[config.mk]
export PLATFORM = sky130hd
export DESIGN_NAME = gptdc_gain
export DESIGN_NICKNAME = d
export VERILOG_FILES = /design/src/gptdc_pkg.sv /design/src/gptdc_gain.sv
export SDC_FILE = /design/constraint.sdc
export NUM_CORES = 1
export LEC_CHECK = 0
export BUFFER_PORTS_ARGS = -buffer_cell sky130_fd_sc_hd__buf_2
export CAP_MARGIN = 20
export CORE_UTILIZATION = 53
export DETAILED_ROUTE_END_ITERATION = 6
export PLACE_DENSITY = 0.72
export SLEW_MARGIN = 10
export SYNTH_ARGS = -nofsm -noshare
export SYNTH_HDL_FRONTEND = slang
export SYNTH_SLANG_ARGS = --single-unit
[constraint.sdc]
create_clock -name clk -period 17.15 [get_ports clk]
set_clock_uncertainty 0.1 [all_clocks]
set_input_delay 0 -clock clk [delete_from_list [all_inputs] [get_ports clk]]
set_output_delay 0 -clock clk [all_outputs]
set_load 0.01 [all_outputs]
[src/gptdc_pkg.sv]
package gptdc_pkg;

  localparam int DW = 40;
  localparam int ZW = 34;
  localparam int HW = 35;
  localparam int TABLE_LEN = 24;

  localparam logic signed [ZW-1:0] HALF_PI_Q30 = 34'sd1686629713;
  localparam logic [15:0] INV_GAIN_Q16 = 16'd39797;
  localparam logic [15:0] PAN_MAX = 16'd51472;
  localparam logic [15:0] TILT_MAX = 16'd25736;

  localparam logic [2:0] REG_AXIS_X = 3'd0;
  localparam logic [2:0] REG_AXIS_Y = 3'd1;
  localparam logic [2:0] REG_AXIS_Z = 3'd2;
  localparam logic [2:0] REG_ORIGIN = 3'd3;
  localparam logic [2:0] REG_PAN_TOL = 3'd4;
  localparam logic [2:0] REG_TILT_TOL = 3'd5;
  localparam logic [2:0] REG_COST_SCALE = 3'd6;

  typedef struct packed {
    logic signed [15:0] point_x;
    logic signed [15:0] point_y;
    logic signed [15:0] point_z;
  } in_t;

  typedef struct packed {
    logic [15:0] visibility_cost;
    logic [15:0] pan_excess;
    logic [14:0] tilt_excess;
  } out_t;

  typedef struct packed {
    logic [47:0] head_axis_x;
    logic [47:0] head_axis_y;
    logic [47:0] head_axis_z;
    logic [47:0] head_origin;
    logic [14:0] pan_half_tolerance;
    logic [14:0] tilt_half_tolerance;
    logic [15:0] cost_scale;
  } cfg_t;

  function automatic logic signed [ZW-1:0] atan_q30(input int idx);
    case (idx)
      0:  return 34'sh3243F6A8;
      1:  return 34'sh1DAC6705;
      2:  return 34'sh0FADBAFC;
      3:  return 34'sh07F56EA6;
      4:  return 34'sh03FEAB76;
      5:  return 34'sh01FFD55B;
      6:  return 34'sh00FFFAAA;
      7:  return 34'sh007FFF55;
      8:  return 34'sh003FFFEA;
      9:  return 34'sh001FFFFD;
      10: return 34'sh000FFFFF;
      11: return 34'sh0007FFFF;
      12: return 34'sh0003FFFF;
      13: return 34'sh0001FFFF;
      14: return 34'sh0000FFFF;
      15: return 34'sh00007FFF;
      16: return 34'sh00003FFF;
      17: return 34'sh00001FFF;
      18: return 34'sh00000FFF;
      19: return 34'sh000007FF;
      20: return 34'sh000003FF;
      21: return 34'sh000001FF;
      22: return 34'sh000000FF;
      23: return 34'sh0000007F;
      default: return '0;
    endcase
  endfunction

  function automatic logic [15:0] angle_q14(input logic signed [ZW-1:0] z,
                                            input logic [15:0] maxv);
    logic [ZW-1:0] a;
    if (z < 0) begin
      return 16'd0;
    end
    a = (unsigned'(z) + ZW'(32768)) >> 16;
    if (a > ZW'(maxv)) begin
      return maxv;
    end
    return a[15:0];
  endfunction

endpackage

[src/gptdc_gain.sv]
module gptdc_gain import gptdc_pkg::*; (
  input  logic                 clk,
  input  logic                 rst_n,
  input  logic                 en,
  input  logic                 in_vld,
  input  logic signed [DW-1:0] in_mag,
  input  logic signed [ZW-1:0] in_pan_z,
  input  logic signed [HW-1:0] in_hz,
  output logic                 out_vld,
  output logic signed [DW-1:0] out_x,
  output logic signed [DW-1:0] out_y,
  output logic [15:0]          out_pan
);

  localparam int PW = DW + 16;

  logic [1:0]           vld_r;
  logic [PW-1:0]        prod_r;
  logic [15:0]          pan1_r;
  logic [15:0]          pan2_r;
  logic [HW-1:0]        hz1_r;
  logic [HW-1:0]        hz2_r;
  logic [DW-1:0]        hyp_r;
  logic [PW-1:0]        hyp_nxt;

  assign hyp_nxt = (prod_r + PW'(32768)) >> 16;

  always_ff @(posedge clk) begin
    if (!rst_n) begin
      vld_r <= '0;
    end else if (en) begin
      vld_r <= {vld_r[0], in_vld};
    end
  end

  always_ff @(posedge clk) begin
    if (en) begin
      prod_r <= PW'(unsigned'(in_mag)) * PW'(INV_GAIN_Q16);
      pan1_r <= angle_q14(in_pan_z, PAN_MAX);
      hz1_r <= unsigned'((in_hz < 0) ? -in_hz : in_hz);
      hyp_r <= hyp_nxt[DW-1:0];
      pan2_r <= pan1_r;
      hz2_r <= hz1_r;
    end
  end

  assign out_vld = vld_r[1];
  assign out_x = signed'(hyp_r);
  assign out_y = signed'(DW'(hz2_r));
  assign out_pan = pan2_r;

endmodule

# After elaboration in Yosys (flattened, before gate mapping)
# Index checks and enable logic that the tools add are counted.
dict set report op_classes {
  n_addsub 3
  mul 1
  n_lt_le_gt_ge 3
  n_mux 10
}
# op n
set ops {}
lappend ops {{two-way mux 16 bit} 4}
lappend ops {{adder 56 x 16 -> 56 bit (second input constant)} 1}
lappend ops {{multiplier 40 x 16 -> 56 bit (second input constant)} 1}
lappend ops {{< comparator 35 x 1 -> 1 bit (second input constant)} 1}
lappend ops {{two-way mux 35 bit} 1}
lappend ops {{negator 35 bit} 1}
lappend ops {{adder 34 x 16 -> 34 bit (second input constant)} 1}
lappend ops {{< comparator 34 x 1 -> 1 bit (second input constant)} 1}
lappend ops {{> comparator 18 x 16 -> 1 bit (second input constant)} 1}
lappend ops {{two-way mux 1 bit} 5}
dict set report totals {
  regBits 200
  input_bits 113
}

# Depth between registers and ports, before layout
dict set report logic_depth {
  ltp_word 7
  mapped_depth 23
}

# Worst setup path before layout
# OpenSTA, ideal clock, no wires.
dict set report synth_timing {
  kind {input to register}
  startpoint {input in_mag[26]}
  endpoint {register prod_r[53], data pin}
  setup_ps 195
  arrival_ps 5639
  slack_ps 11216
  path_stages 20
  n_path_buf 1
  cell_sequence {inv_1 -> fa_1 -> fa_1 -> inv_1 -> fa_1 -> fa_1 -> fa_1 -> inv_1 -> fa_1 -> inv_1 -> ha_1 -> clkbuf_1 -> nand2_1 -> nor4_1 -> o2111ai_1 -> a2111o_1 -> nand4_1 -> a41oi_1 -> o31a_1 -> o311ai_0}
}
dict set report synth_via {
  elab_chain_cells 1
}
# element line
set synth_rtl {}
lappend synth_rtl {{from (decl)} gptdc_gain.sv:6} ;# input logic signed [DW-1:0] in_mag,
lappend synth_rtl {{multiplier 40 x 16 -> 56 bit} gptdc_gain.sv:38} ;# prod_r <= PW'(unsigned'(in_mag)) * PW'(INV_GAIN_Q16);
lappend synth_rtl {{to (signal assigned)} gptdc_gain.sv:38}
lappend synth_rtl {{to (decl)} gptdc_gain.sv:18} ;# logic [PW-1:0] prod_r;
# Every way passes these cells.
# A chain may end at the register's enable or synchronous reset.

# Worst setup path after layout
dict set report layout_timing {
  startpoint {input in_mag[6]}
  endpoint {register prod_r[40], data pin}
}
# The elaborated chain is that of the path after synthesis.

==> run_results.csv <==
group,metric,value,unit
synthesis,netlist.area_leader.share,29.7,%
status,status,"finished, violations left",
route,drtAntennaViolNets,0,
worst_setup_path,r2r_start,"prod_r[25]",
min_path,min_path_cells,3,
synthesis,ys_warn_count,0,
sta,period_share,37.9,%
die,ios,210,
die,die_h,193,um
die,coreArea,35700,um^2
sta,maxSlewHeadroom,34.2,%
clock_network,cts_buffer_depth,2,
worst_setup_path,worstPathRequired,17.23,ns
finish,fin_area,22100,um^2
placement,dp.cells,2293,
sta,period_minus_slack,6.50,ns
route,drt_pre_antenna_iters,7,
clock_network,htree_num_levels,4,
die,start_util,54.1,%
worst_setup_path,rr_endpoint,"out_x[36]",
placement,dpl_cell_area,20800,um^2
clock_network,path_clk_slew,0.07,ns
synthesis,ys.flop_type,"edfxtp_1",
sta,setup_viol,0,
flow_run,drv_cap,0,
finish,nets,2551,
global_routing,grt_overflow,0,
die,row_count,69,
route,via_count,12536,
status,violations,"design-rule violations",
worst_setup_path,end_kind,"flip-flop",
global_routing,grt_max_degree,106,
clock_network,clockRootBuffer,"clkbuf_16",
worst_setup_path,crit_arrival,6.58,ns
synthesis,synth.avg_cell_area,11.6,um^2
worst_setup_path,worstSetupPathType,"in2reg",
sta,rsz0062_at_grt,"no",
synthesis,synth_edf_count,183,
global_routing,grt_pass1_vias,13361,
clock_network,cts_tree,"yes",
placement,placement.io_buffers,189,
sta,hold_viol,0,
die,die_area,37300,um^2
route,drt-initial-drc-count,726,
finish,drive_gt1_share,11.7,%
synthesis,ys_ff_latch,185,
synthesis,synth_area_leaders,"fa_1 (30%), edfxtp_1 (28%), ha_1 (15%), inv_1 (6.6%), xnor2_1 (4.3%)",
sta,tns,0,ns
clock_network,numCtsBuffers,17,
die,fp.dieW,193,um
finish,syn_to_final_growth,14.0,%
synthesis,synth_area,19400,um^2
synthesis,ys_seq_area_share,28.6,%
clock_network,post-cts-setup-buffers,0,
worst_setup_path,path_max_fanout,8,
placement,gp_congestion,0.889,
placement,dpl.hpwl,33.7,mm
synthesis,post-synth-top-count-cell,"inv_1",
synthesis,synth_cells,1665,
finish,n_antenna_cell,0,
sta,slew_viol_final,0,
worst_setup_path,rr_worst_depth,7,
finish,instances_no_fill,2394,
sta,fmax,0.154,GHz
clock_network,numClockSinks,185,
global_routing,grt_pass1_wl,67.0,mm
global_routing,antenna_found_initial,0,
synthesis,synth_commonest_cells,"inv_1 (341), fa_1 (287), ha_1 (231)",
global_routing,grt_usage,23.3,%
clock_network,clk_latency,0.44,ns
min_path,whs_endpoint,"pan1_r[4]",
min_path,worstHoldPathType,"in2reg",
worst_setup_path,regToRegSetupSlack,14.68,ns
synthesis,async_flop_share,0,%
sta,worst_slew_pin_slew,0.988,ns
route,routed_via_density,5.24,
synthesis,yosysTopAreaCell,"fa_1",
worst_setup_path,start_kind,"input pin",
synthesis,synth_cell_types,56,
route,routed_wirelength,41.1,mm
min_path,min_from,"in_pan_z[20]",
route,drc,26,
route,routedWlPerCell,17.1,um
[cell type report]
class | instances | area (um^2)
Multi-Input combinational cell | 1116 | 12400
Inverter | 341 | 1280
Timing Repair Buffer | 259 | 1650
Clock inverter | 14 | 160
Clock buffer | 18 | 429
Tap cell | 461 | 577
Fill cell | 2888 | 13700
Sequential cell | 185 | 5540
[worst max path at each step]
stage	from	slack, ns	end	cells after the start
global placement	in_mag[6]	10.19	prod_r[40]	21
global route	in_mag[7]	10.27	prod_r[40]	21
floorplan	in_mag[26]	11.22	prod_r[53]	20
detailed placement	in_mag[6]	10.14	prod_r[40]	21
CTS	in_mag[6]	10.61	prod_r[40]	21
finish	in_mag[6]	10.65	prod_r[40]	21
[sequential cells by signal (all words and copies together) (netlist names)]
signal / flops
hz1_r: 35
hz2_r: 35
out_pan: 16
out_x: 40
pan1_r: 16
prod_r: 41
vld_r: 2
[layer usage]
| layer | up-vias | share of wire (%) | GRT usage [%] |
|---|---|---|---|
| met1 | 6115 | 43 | 31.6 |
| li1 | 6019 | - | - |
| met5 | - | 0 | 0 |
| met3 | 57 | 6.4 | 3.06 |
| met4 | 0 | 1.9 | 6.22 |
| met2 | 345 | 48 | 39.5 |
[kinds of logic (layout without fill, tap and decap cells)]
kind of cell / count (synthesis) / count (layout) / share of synthesized area (%)
other cells: 1 / 5 / 0.0194
flops: 185 / 185 / 28.6
mux: 3 / 3 / 0.162
fa+ha+maj: 518 / 518 / 44.6
xor+xnor: 134 / 134 / 6.06
compound gates: 199 / 199 / 6.67
simple gates: 257 / 257 / 6.61
buf+inv: 368 / 632 / 7.24
[worst max-delay path, cell delays in order]
cell and delay [ns]:
buf_2 0.25, inv_1 0.17, fa_1 0.53, fa_1 0.52, inv_1 0.06, fa_1 0.50
inv_1 0.05, fa_1 0.47, inv_1 0.05, fa_1 0.50, fa_1 0.49, ha_1 0.33
nand2_1 0.08, nor2_1 0.15, o21ai_0 0.23, a2111oi_0 0.88, o22ai_1 0.32, o221ai_1 0.38
a211oi_1 0.16, o31ai_1 0.36, xor2_1 0.11
[layout by cell type (no fill, tap or decap), types with 22 or more instances in the layout]
| master | Yosys | routed |
|---|---|---|
| inv_1 | 341 | 341 |
| fa_1 | 287 | 287 |
| ha_1 | 231 | 231 |
| buf_2 | 0 | 188 |
| edfxtp_1 | 183 | 183 |
| xnor2_1 | 94 | 94 |
| nand2_1 | 69 | 69 |
| dlygate4sd3_1 | 0 | 69 |
| a21oi_1 | 63 | 63 |
| nor2_1 | 57 | 57 |
| xor2_1 | 40 | 40 |
| nand3_1 | 35 | 35 |
| o21ai_0 | 33 | 33 |
| a21o_1 | 30 | 30 |
| and3_1 | 22 | 22 |
[what timing repair did]
item | CTS | global route
resized for setup | 0 | 0
endpoints found under the hold margin | 52 | 0
hold buffers | 69 | 0
[stage by stage]
| step | hold WS, ns | worst slack, ns | utilization [%] |
|---|---|---|---|
| after floorplan | -0.00113 | 11.22 | - |
| after global placement | 0.121 | 10.19 | 58.1 |
| after detailed placement | 0.125 | 10.14 | 58.1 |
| after CTS | 0.00448 | 10.61 | 61.7 |
| after global routing | 0.00371 | 10.27 | 61.7 |
| final | 0.0130 | 10.65 | 61.7 |
Power is not shown: default switching activity piles up to over one toggle a cycle in this logic, so the estimate is an artifact.
