**src/gptdc_pkg.sv**
```systemverilog
package gptdc_pkg;

  localparam int DW = 40;
  localparam int ZW = 34;
  localparam int HW = 35;
  localparam int TABLE_LEN = 24;

  localparam logic signed [ZW-1:0] HALF_PI_Q30 = 34'sd1686629713;
  localparam logic [15:0] INV_GAIN_Q16 = 16'd39797;
  localparam logic [15:0] PAN_MAX = 16'd51472;
  localparam logic [15:0] TILT_MAX = 16'd25736;

  localparam logic [2:0] REG_AXIS_X = 3'd0;
  localparam logic [2:0] REG_AXIS_Y = 3'd1;
  localparam logic [2:0] REG_AXIS_Z = 3'd2;
  localparam logic [2:0] REG_ORIGIN = 3'd3;
  localparam logic [2:0] REG_PAN_TOL = 3'd4;
  localparam logic [2:0] REG_TILT_TOL = 3'd5;
  localparam logic [2:0] REG_COST_SCALE = 3'd6;

  typedef struct packed {
    logic signed [15:0] point_x;
    logic signed [15:0] point_y;
    logic signed [15:0] point_z;
  } in_t;

  typedef struct packed {
    logic [15:0] visibility_cost;
    logic [15:0] pan_excess;
    logic [14:0] tilt_excess;
  } out_t;

  typedef struct packed {
    logic [47:0] head_axis_x;
    logic [47:0] head_axis_y;
    logic [47:0] head_axis_z;
    logic [47:0] head_origin;
    logic [14:0] pan_half_tolerance;
    logic [14:0] tilt_half_tolerance;
    logic [15:0] cost_scale;
  } cfg_t;

  function automatic logic signed [ZW-1:0] atan_q30(input int idx);
    case (idx)
      0:  return 34'sh3243F6A8;
      1:  return 34'sh1DAC6705;
      2:  return 34'sh0FADBAFC;
      3:  return 34'sh07F56EA6;
      4:  return 34'sh03FEAB76;
      5:  return 34'sh01FFD55B;
      6:  return 34'sh00FFFAAA;
      7:  return 34'sh007FFF55;
      8:  return 34'sh003FFFEA;
      9:  return 34'sh001FFFFD;
      10: return 34'sh000FFFFF;
      11: return 34'sh0007FFFF;
      12: return 34'sh0003FFFF;
      13: return 34'sh0001FFFF;
      14: return 34'sh0000FFFF;
      15: return 34'sh00007FFF;
      16: return 34'sh00003FFF;
      17: return 34'sh00001FFF;
      18: return 34'sh00000FFF;
      19: return 34'sh000007FF;
      20: return 34'sh000003FF;
      21: return 34'sh000001FF;
      22: return 34'sh000000FF;
      23: return 34'sh0000007F;
      default: return '0;
    endcase
  endfunction

  function automatic logic [15:0] angle_q14(input logic signed [ZW-1:0] z,
                                            input logic [15:0] maxv);
    logic [ZW-1:0] a;
    if (z < 0) begin
      return 16'd0;
    end
    a = (unsigned'(z) + ZW'(32768)) >> 16;
    if (a > ZW'(maxv)) begin
      return maxv;
    end
    return a[15:0];
  endfunction

endpackage

```
**src/gptdc_cost.sv**
```systemverilog
module gptdc_cost import gptdc_pkg::*; (
  input  logic                 clk,
  input  logic                 rst_n,
  input  logic                 en,
  input  logic                 in_vld,
  input  logic [15:0]          in_pan,
  input  logic signed [ZW-1:0] in_tilt_z,
  input  cfg_t                 cfg,
  output logic                 out_vld,
  output out_t                 out_data
);

  logic [3:0]  vld_r;
  logic [15:0] pan_r;
  logic [15:0] tilt_r;
  logic [15:0] pex_r;
  logic [15:0] tex_r;
  logic [16:0] sum_r;
  logic [15:0] pex2_r;
  logic [15:0] tex2_r;
  logic [32:0] prod_r;
  logic [15:0] pex_nxt;
  logic [15:0] tex_nxt;
  logic [32:0] round_nxt;
  out_t        out_r;

  assign pex_nxt = (pan_r > 16'(cfg.pan_half_tolerance)) ?
                   pan_r - 16'(cfg.pan_half_tolerance) : 16'd0;
  assign tex_nxt = (tilt_r > 16'(cfg.tilt_half_tolerance)) ?
                   tilt_r - 16'(cfg.tilt_half_tolerance) : 16'd0;
  assign round_nxt = (prod_r + 33'(32768)) >> 16;

  always_ff @(posedge clk) begin
    if (!rst_n) begin
      vld_r <= '0;
    end else if (en) begin
      vld_r <= {vld_r[2:0], in_vld};
    end
  end

  always_ff @(posedge clk) begin
    if (en) begin
      pan_r <= in_pan;
      tilt_r <= angle_q14(in_tilt_z, TILT_MAX);
      pex_r <= pex_nxt;
      tex_r <= tex_nxt;
      sum_r <= 17'(pex_nxt) + 17'(tex_nxt);
      pex2_r <= pex_r;
      tex2_r <= tex_r;
      prod_r <= 33'(sum_r) * 33'(cfg.cost_scale);
      out_r.visibility_cost <= (round_nxt > 33'(16'hFFFF)) ? 16'hFFFF : round_nxt[15:0];
      out_r.pan_excess <= pex2_r;
      out_r.tilt_excess <= tex2_r[14:0];
    end
  end

  assign out_vld = vld_r[3];
  assign out_data = out_r;

endmodule

```
**config.mk**
```make
export PLATFORM = sky130hd
export DESIGN_NAME = gptdc_cost
export DESIGN_NICKNAME = d
export VERILOG_FILES = /design/src/gptdc_pkg.sv /design/src/gptdc_cost.sv
export SDC_FILE = /design/constraint.sdc
export NUM_CORES = 1
export LEC_CHECK = 0
export BUFFER_PORTS_ARGS = -buffer_cell sky130_fd_sc_hd__buf_4
export CAP_MARGIN = 15
export CORE_MARGIN = 3
export CORE_UTILIZATION = 58
export CTS_BUF_LIST = sky130_fd_sc_hd__clkbuf_4 sky130_fd_sc_hd__clkbuf_8 sky130_fd_sc_hd__clkbuf_16
export DETAILED_ROUTE_END_ITERATION = 16
export GPL_TIMING_DRIVEN = 0
export PLACE_DENSITY = 0.83
export SETUP_SLACK_MARGIN = 0.3
export SYNTH_ARGS = -nofsm -noshare
export SYNTH_HDL_FRONTEND = slang
export SYNTH_SLANG_ARGS = --single-unit
```
**constraint.sdc**
```tcl
create_clock -name clk -period 9.9 [get_ports clk]
set_input_delay 1.98 -clock clk [delete_from_list [all_inputs] [get_ports clk]]
set_output_delay 1.98 -clock clk [all_outputs]
set_load 0.01 [all_outputs]
```
; ---- Word-level counts from Yosys, hierarchy flattened
; Cells that the tools add are included.
[totals]
register_bits = 195
input_bits = 292
output_inout_bits = 48
wordCells = 34
[op_classes]
addsub = 5
n_mul = 1
order_cmp = 5
muxes = 11
[ops]
columns = cell, count
row1 = $mux W16, 6
row2 = $add A34 B16 Y34 const B, 1
row3 = $lt A34 B1 Y1 const B, 1
row4 = $add A33 B16 Y33 const B, 1
row5 = $mul A17 B16 Y33, 1
row6 = $gt A16 B15 Y1, 2
row7 = $sub A16 B15 Y16, 2
row8 = $gt A18 B15 Y1 const B, 1
row9 = $add A16 B16 Y17, 1
row10 = $gt A17 B16 Y1 const B, 1
row11 = $mux W1, 5

; ---- Depth between registers and ports, before layout
; Gate-level depths: netlist (run 1).
[depth]
depth_word = 7
mapped_depth = 24
ltp_nobuf = 23

; ---- Worst setup path before layout (run 1)
; OpenSTA, ideal clock, no wires.
[synth_timing]
path_type = input port to flip-flop
start = input cfg[9] (netlist name)
end = register prod_r[30], data pin
setup_ns = 0.266
t_arrival_ns = 7.605
t_required_ns = 9.634
slack_ns = 2.029
stages = 21
path_buffers = 2
cell_sequence = clkbuf_1 -> clkbuf_1 -> nand2_1 -> fa_1 -> inv_1 -> fa_1 -> fa_1 -> fa_1 -> fa_1 -> inv_1 -> fa_1 -> inv_1 -> ha_1 -> and4_1 -> a41o_1 -> a31oi_1 -> a21oi_1 -> a21o_1 -> a221oi_2 -> a21boi_0 -> xor2_1
[synth_between]
elab_chain_len = 1
[synth_lines]
columns = element, line
row1 = "start, declared", gptdc_cost.sv:8  ; input cfg_t cfg,
row2 = $mul A17 B16 Y33, gptdc_cost.sv:50  ; prod_r <= 33'(sum_r) * 33'(cfg.cost_scale);
row3 = "end signal, assigned", gptdc_cost.sv:50
row4 = "end, declared", gptdc_cost.sv:21  ; logic [32:0] prod_r;
; Every way passes these cells.
; A chain may end at the register's enable or synchronous reset.

; ---- Worst setup path in the final report (run 1)
[layout_timing]
start = input cfg[8] (netlist name)
end = register prod_r[30], data pin
; Same word-level chain as after synthesis.

==> results.ini, run 1 <==
[floorplan]
die_w_um=179
die_h_um=179
io_pins=340
start_util_pct=59.8
row_count=62
die_area_um2=32200
core_area_um2=29200

[cts]
cts_made_buffers=17
clkSlewWorstSetupHoldPaths_ns=0.07
cts_max_path_buffers=2
cts_resized=0
cts_tree=done
post_cts_buffers=0
postCtsHoldBufs=0
h-tree-depth=4
clkLatencyLatePin_ns=0.44
cts_root_buf=clkbuf_16
cts.sinks=180

[routing]
wl_per_cell_um=18.9
drtPass1Iterations=5
ant_nets=0
wl_um=42200
dr_total_vias=12700
drtIter0Drc=1077
drc=0
via_per_inst=5.71

[setup_path]
startpoint=cfg[8]
regToRegStartpoint=sum_r[2]
cp.required_ns=10.08
rrSetupSlack_ns=2.53
reg2regPathDepth=20
slowest_stage=clkbuf_1
crit_path_end=prod_r[30]
crit_type=in -> reg
crit_path_cell_trace=clkbuf_1 -> clkbuf_1 -> nand2_1 -> fa_1 -> inv_1 -> fa_1 -> fa_1 -> fa_1 -> fa_1 -> inv_1 -> fa_1 -> inv_1 -> ha_1 -> and4_1 -> a41o_1 -> a31oi_1 -> a21oi_1 -> a21o_1 -> a221oi_2 -> a21boi_0 -> xor2_1
cpMostUsedCell=fa_1
critical-path-max-stage-delay_ns=0.60
critPathBufInv=5
timing.critical_path.arrival_ns=8.90
cp_max_fo=10
critPathTopFamily=adder cells
timing.rr.end=prod_r[30]
critPathLaunchType=input port
crit_cells=21
critPathCaptureType=register

[synth]
synth_largest_area_cell=edfxtp_1
yosysWarnings=0
ys_ff_latch=180
ys_dominant_reg_cell=edfxtp_1
synth_nets=2344
yosysUniqueCellTypes=68
synthArstFlopShare_pct=0
synth-seq-area-share_pct=30.8
synth_top_area_share_pct=30.3
synth_area_um2=17400
yosysMostFrequentCell=inv_1
synth_commonest_cells=inv_1, fa_1, nand2_1
synth_area_leaders=edfxtp_1, fa_1, ha_1, inv_1, and2_1
netlist_instances=1692
avgSynthCellArea_um2=10.3
synth_edf_count=176

[placement]
place_congestion=0.943
io_buffers=125
dp_hpwl_um=33300

[sta]
setup_tns_ns=0
maxSlewViolCount=0
hold_violations=0
rsz0062_at_grt=no
setup_violations=0
worstMarginPinSlew_ns=0.815
fin_crit_sh_pct=88.1
finalCriticalPeriod_ns=8.72
skew_ns=0.0168
fmax_mhz=115
relSlewSlack_pct=44.2

[status]
status=finished, final reports clean

[flow_run]
drv_cap=0

[global_route]
antenna_found_initial=0
grt_pass1_vias=13600
grt_start_max_net_pins=112
overflow=0
grtUsageTotal_pct=26.5
grt_pass1_wl_um=68000

[min_path]
hold_class=reg -> reg

[cells_and_area]
drive_above_1_share_pct=10.2
final_nets=2489
synthToLayoutAreaGrowth_pct=11.8
antenna_cells=0

cells in the final DEF, fill, tap and decap left out, types with 12 or more instances in the layout:
cell,instances
nor2_1,70
clkbuf_1,41
nor2_2,12
a31oi_1,13
and2_1,128
a21oi_1,50
fa_1,210
edfxtp_1,176
nand2_1,204
nor3_1,25
nand4_1,19
a21o_1,24
clkbuf_16,17
xnor2_1,41
and3_1,14
xor2_1,42
o21ai_0,37
inv_1,282
buf_4,125
nand3_1,31
ha_1,150
worst reg2reg max path: stages (launching register included):
cell	delay (ns)
edfxtp_1	0.72
clkbuf_1	0.51
nand2_1	0.14
fa_1	0.50
fa_1	0.56
inv_1	0.06
fa_1	0.50
fa_1	0.54
fa_1	0.56
inv_1	0.06
fa_1	0.54
inv_1	0.04
ha_1	0.33
and4_1	0.24
a41o_1	0.24
a31oi_1	0.38
a21oi_1	0.26
a21o_1	0.31
a221oi_2	0.30
a21boi_0	0.16
xor2_1	0.16
metrics by stage:
| stage | utilization [%] | setup WS (ns) | area, um^2 | std cells | hold slack (ns) |
|---|---|---|---|---|---|
| after floorplan | - | 2.03 | 17400 | 1692 | 0.400 |
| after global placement | 64.7 | 0.863 | 18900 | 2201 | 0.403 |
| after detailed placement | 64.8 | 0.762 | 18900 | 2202 | 0.406 |
| after CTS | 66.8 | 1.20 | 19500 | 2233 | 0.416 |
| after global routing | 66.8 | 0.961 | 19500 | 2233 | 0.421 |
| final | 66.8 | 1.18 | 19500 | 2233 | 0.416 |
final cells by class:
type	instances	area, um^2
multi-input combinational	1183	10800
fill	2224	9670
sequential	180	5370
inverter	282	1060
timing repair buffer	126	973
tap	384	480
clock buffer	18	433
buffer	47	199
clock inverter	13	168
state kept, by name, summed over array words and instances, names as in the netlist:
register and cells:
out_data 47, pan_r 16, pex2_r 16, pex_r 16, prod_r 18, sum_r 17, tex2_r 15, tex_r 15
tilt_r 16, vld_r 4
worst min path at each step:
stage	startpoint	end	depth (start not counted)
2_1_floorplan	tex2_r[0]	out_data[0]	0
4_1_cts	tex2_r[13]	out_data[13]	0
3_3_place_gp	pex2_r[15]	out_data[30]	0
6_report	tex2_r[13]	out_data[13]	0
3_5_place_dp	tex_r[13]	tex2_r[13]	0
5_1_grt	tex2_r[13]	out_data[13]	0
logic make-up after synthesis:
family | synth area share, %
and+or+nand+nor | 15.5
adders and majority gates | 34.9
buffers and inverters | 7.21
AOI/OAI and AO/OA | 7.10
DFF | 30.8
xor gates and xnor gates | 4.17
muxes | 0.409
other | 0.0215
per-layer routing:
| metal | track usage [%] | up-vias | part of all wire (%) |
|---|---|---|---|
| met5 | 0 | - | 0 |
| met4 | 9.68 | 0 | 3.7 |
| met3 | 5.94 | 120 | 8.7 |
| met2 | 45.2 | 630 | 49 |
| met1 | 33.3 | 6181 | 39 |
| li1 | - | 5816 | - |
Power of run 1 is not shown: default switching activity piles up to over one toggle a cycle in this logic, so the estimate is an artifact.
==> inputs of run 2 (changes only) <==
- CORE_UTILIZATION: 58 -> 59
- CTS_BUF_LIST: sky130_fd_sc_hd__clkbuf_4 sky130_fd_sc_hd__clkbuf_8 sky130_fd_sc_hd__clkbuf_16 -> sky130_fd_sc_hd__clkbuf_4
- PLACE_DENSITY: 0.83 -> 0.84
==> run 2 against run 1 <==
Critical path depth is 2 higher. First-iteration DRC count is 17% lower. Critical path type unchanged. Worst hold slack better by 0.014 ns.
==> results.ini, run 2 (same netlist as run 1, synthesis figures left out) <==
[global_route]
grt_start_max_net_pins=99  ; -12%
antenna_found_initial=1  ; +1
grt_pass1_vias=13000  ; -4.4%
grt_pass1_wl_um=64600  ; -5.0%
grtUsageTotal_pct=26.4  ; -0.090 points
overflow=0  ; unchanged

[routing]
dr_total_vias=12700  ; -0.60%
drtIter0Drc=890  ; -17%
wl_um=40400  ; -4.4%
drc=0  ; unchanged
ant_nets=0  ; unchanged
wl_per_cell_um=18.1  ; -4.4%
drtPass1Iterations=7  ; +2
via_per_inst=5.67  ; -0.69%

[cts]
cts.sinks=180  ; unchanged
h-tree-depth=4  ; unchanged
cts_max_path_buffers=2  ; unchanged
post_cts_buffers=0  ; unchanged
cts_resized=0  ; unchanged
clkSlewWorstSetupHoldPaths_ns=0.18  ; +0.11 ns
cts_made_buffers=17  ; unchanged
cts_root_buf=clkbuf_4
clkLatencyLatePin_ns=0.59  ; +0.15 ns
cts_tree=done
postCtsHoldBufs=0  ; unchanged

[flow_run]
drv_cap=0  ; unchanged

[floorplan]
die_w_um=178  ; -0.82%
io_pins=340  ; unchanged
row_count=62  ; unchanged
die_h_um=178  ; -0.82%
die_area_um2=31700  ; -1.6%
core_area_um2=28900  ; -0.80%
start_util_pct=60.3  ; +0.48 points

[cells_and_area]
largest_reg_flops=47  ; unchanged
final_nets=2489  ; unchanged
fin_cells=2235  ; +0.090%
drive_above_1_share_pct=10.2  ; +0.049 points
synthToLayoutAreaGrowth_pct=10.1
finish.utilization_pct=66.4  ; -0.47 points
final_common_cell=inv_1
layout_common_cells=inv_1, fa_1, nand2_1

[sta]
setup_violations=0  ; unchanged
maxSlewViolCount=0  ; unchanged
fmax_mhz=117  ; +2.1%
relSlewSlack_pct=34.3  ; -10 points
finalCriticalPeriod_ns=8.54  ; -0.178 ns
hold_violations=0  ; unchanged
rsz0062_at_grt=no
fin_crit_sh_pct=86.3  ; -1.8 points
skew_ns=0.0369  ; +0.0200 ns
setup_tns_ns=0  ; unchanged
holdWs_ns=0.431  ; +0.0144 ns
worstMarginPinSlew_ns=0.961  ; +0.146 ns

[setup_path]
rrSetupSlack_ns=2.46  ; -0.07 ns
timing.rr.end=prod_r[30]
regToRegStartpoint=sum_r[2]
timing.critical_path.arrival_ns=8.90  ; about the same
crit_path_cell_trace=clkbuf_1 -> clkbuf_1 -> nand2_1 -> fa_1 -> inv_1 -> fa_1 -> inv_1 -> fa_1 -> inv_1 -> fa_1 -> fa_1 -> inv_1 -> fa_1 -> inv_1 -> ha_1 -> and4_1 -> a41o_1 -> a31oi_1 -> a21oi_1 -> a21o_1 -> a221oi_2 -> a21boi_0 -> xor2_1
cp.required_ns=10.26  ; +0.18 ns
startpoint=cfg[8]
critPathCaptureType=register
cpMostUsedCell=fa_1
cp_max_fo=10  ; unchanged
slowest_stage=clkbuf_1
critical-path-max-stage-delay_ns=0.57  ; -0.03 ns
critPathLaunchType=input port
crit_cells=23  ; +9.5%
critPathTopFamily=adder cells
critPathBufInv=7  ; +2
crit_path_end=prod_r[30]
crit_type=in -> reg
reg2regPathDepth=20  ; unchanged

[status]
status=finished, final reports clean

[placement]
dp_hpwl_um=32400  ; -2.5%
place_congestion=0.927  ; -1.7%
post-place-cells=2202  ; unchanged
io_buffers=125  ; unchanged

[min_path]
hold_class=reg -> reg

==> run 2: worst register-to-register path, stage by stage (launching register included) <==
cell	delay (ns)
edfxtp_1	0.68
clkbuf_1	0.55
nand2_1	0.16
fa_1	0.51
fa_1	0.55
inv_1	0.06
fa_1	0.51
fa_1	0.53
fa_1	0.54
inv_1	0.05
fa_1	0.53
inv_1	0.04
ha_1	0.32
and4_1	0.23
a41o_1	0.23
a31oi_1	0.45
a21oi_1	0.27
a21o_1	0.31
a221oi_2	0.35
a21boi_0	0.19
xor2_1	0.18
==> run 2: area by class of cell <==
cell class              count  area [um^2]
diodes                      1         2.50
well taps                 384          480
clock inverters            15          183
inverters                 282         1060
plain buffers              47          199
fillers                  2213         9730
flip-flops and latches    180         5370
clock buffers              17          128
multi-input cells        1183        10800
repair buffers            126          970
==> run 2: per-stage QoR <==
step	worst slack [ns]	instance area [um^2]
after floorplan	2.03	17400
after global placement	0.986	18900
after detailed placement	0.810	18900
after CTS	1.47	19200
after global routing	1.14	19200
final	1.36	19200
==> run 2: layer usage <==
metal	global-route usage, %	share of wire [%]	vias up
met5	0	0	-
met4	11.9	5.1	0
met3	6.44	8.9	132
met2	43.8	48	603
met1	32.7	38	6114
li1	-	-	5821
==> run 2: worst min path at each step <==
stage / from / to / slack [ns] / cells past startpoint
after detailed placement: pex_r[5] / pex2_r[5] / 0.41 / 0
after floorplan: tex2_r[0] / out_data[0] / 0.40 / 0
after CTS: pex2_r[15] / out_data[30] / 0.44 / 0
after global placement: tex_r[10] / tex2_r[10] / 0.40 / 0
final: pex2_r[15] / out_data[30] / 0.43 / 0
after global routing: pex2_r[15] / out_data[30] / 0.43 / 0
Power of run 2 is left out for the same reason.
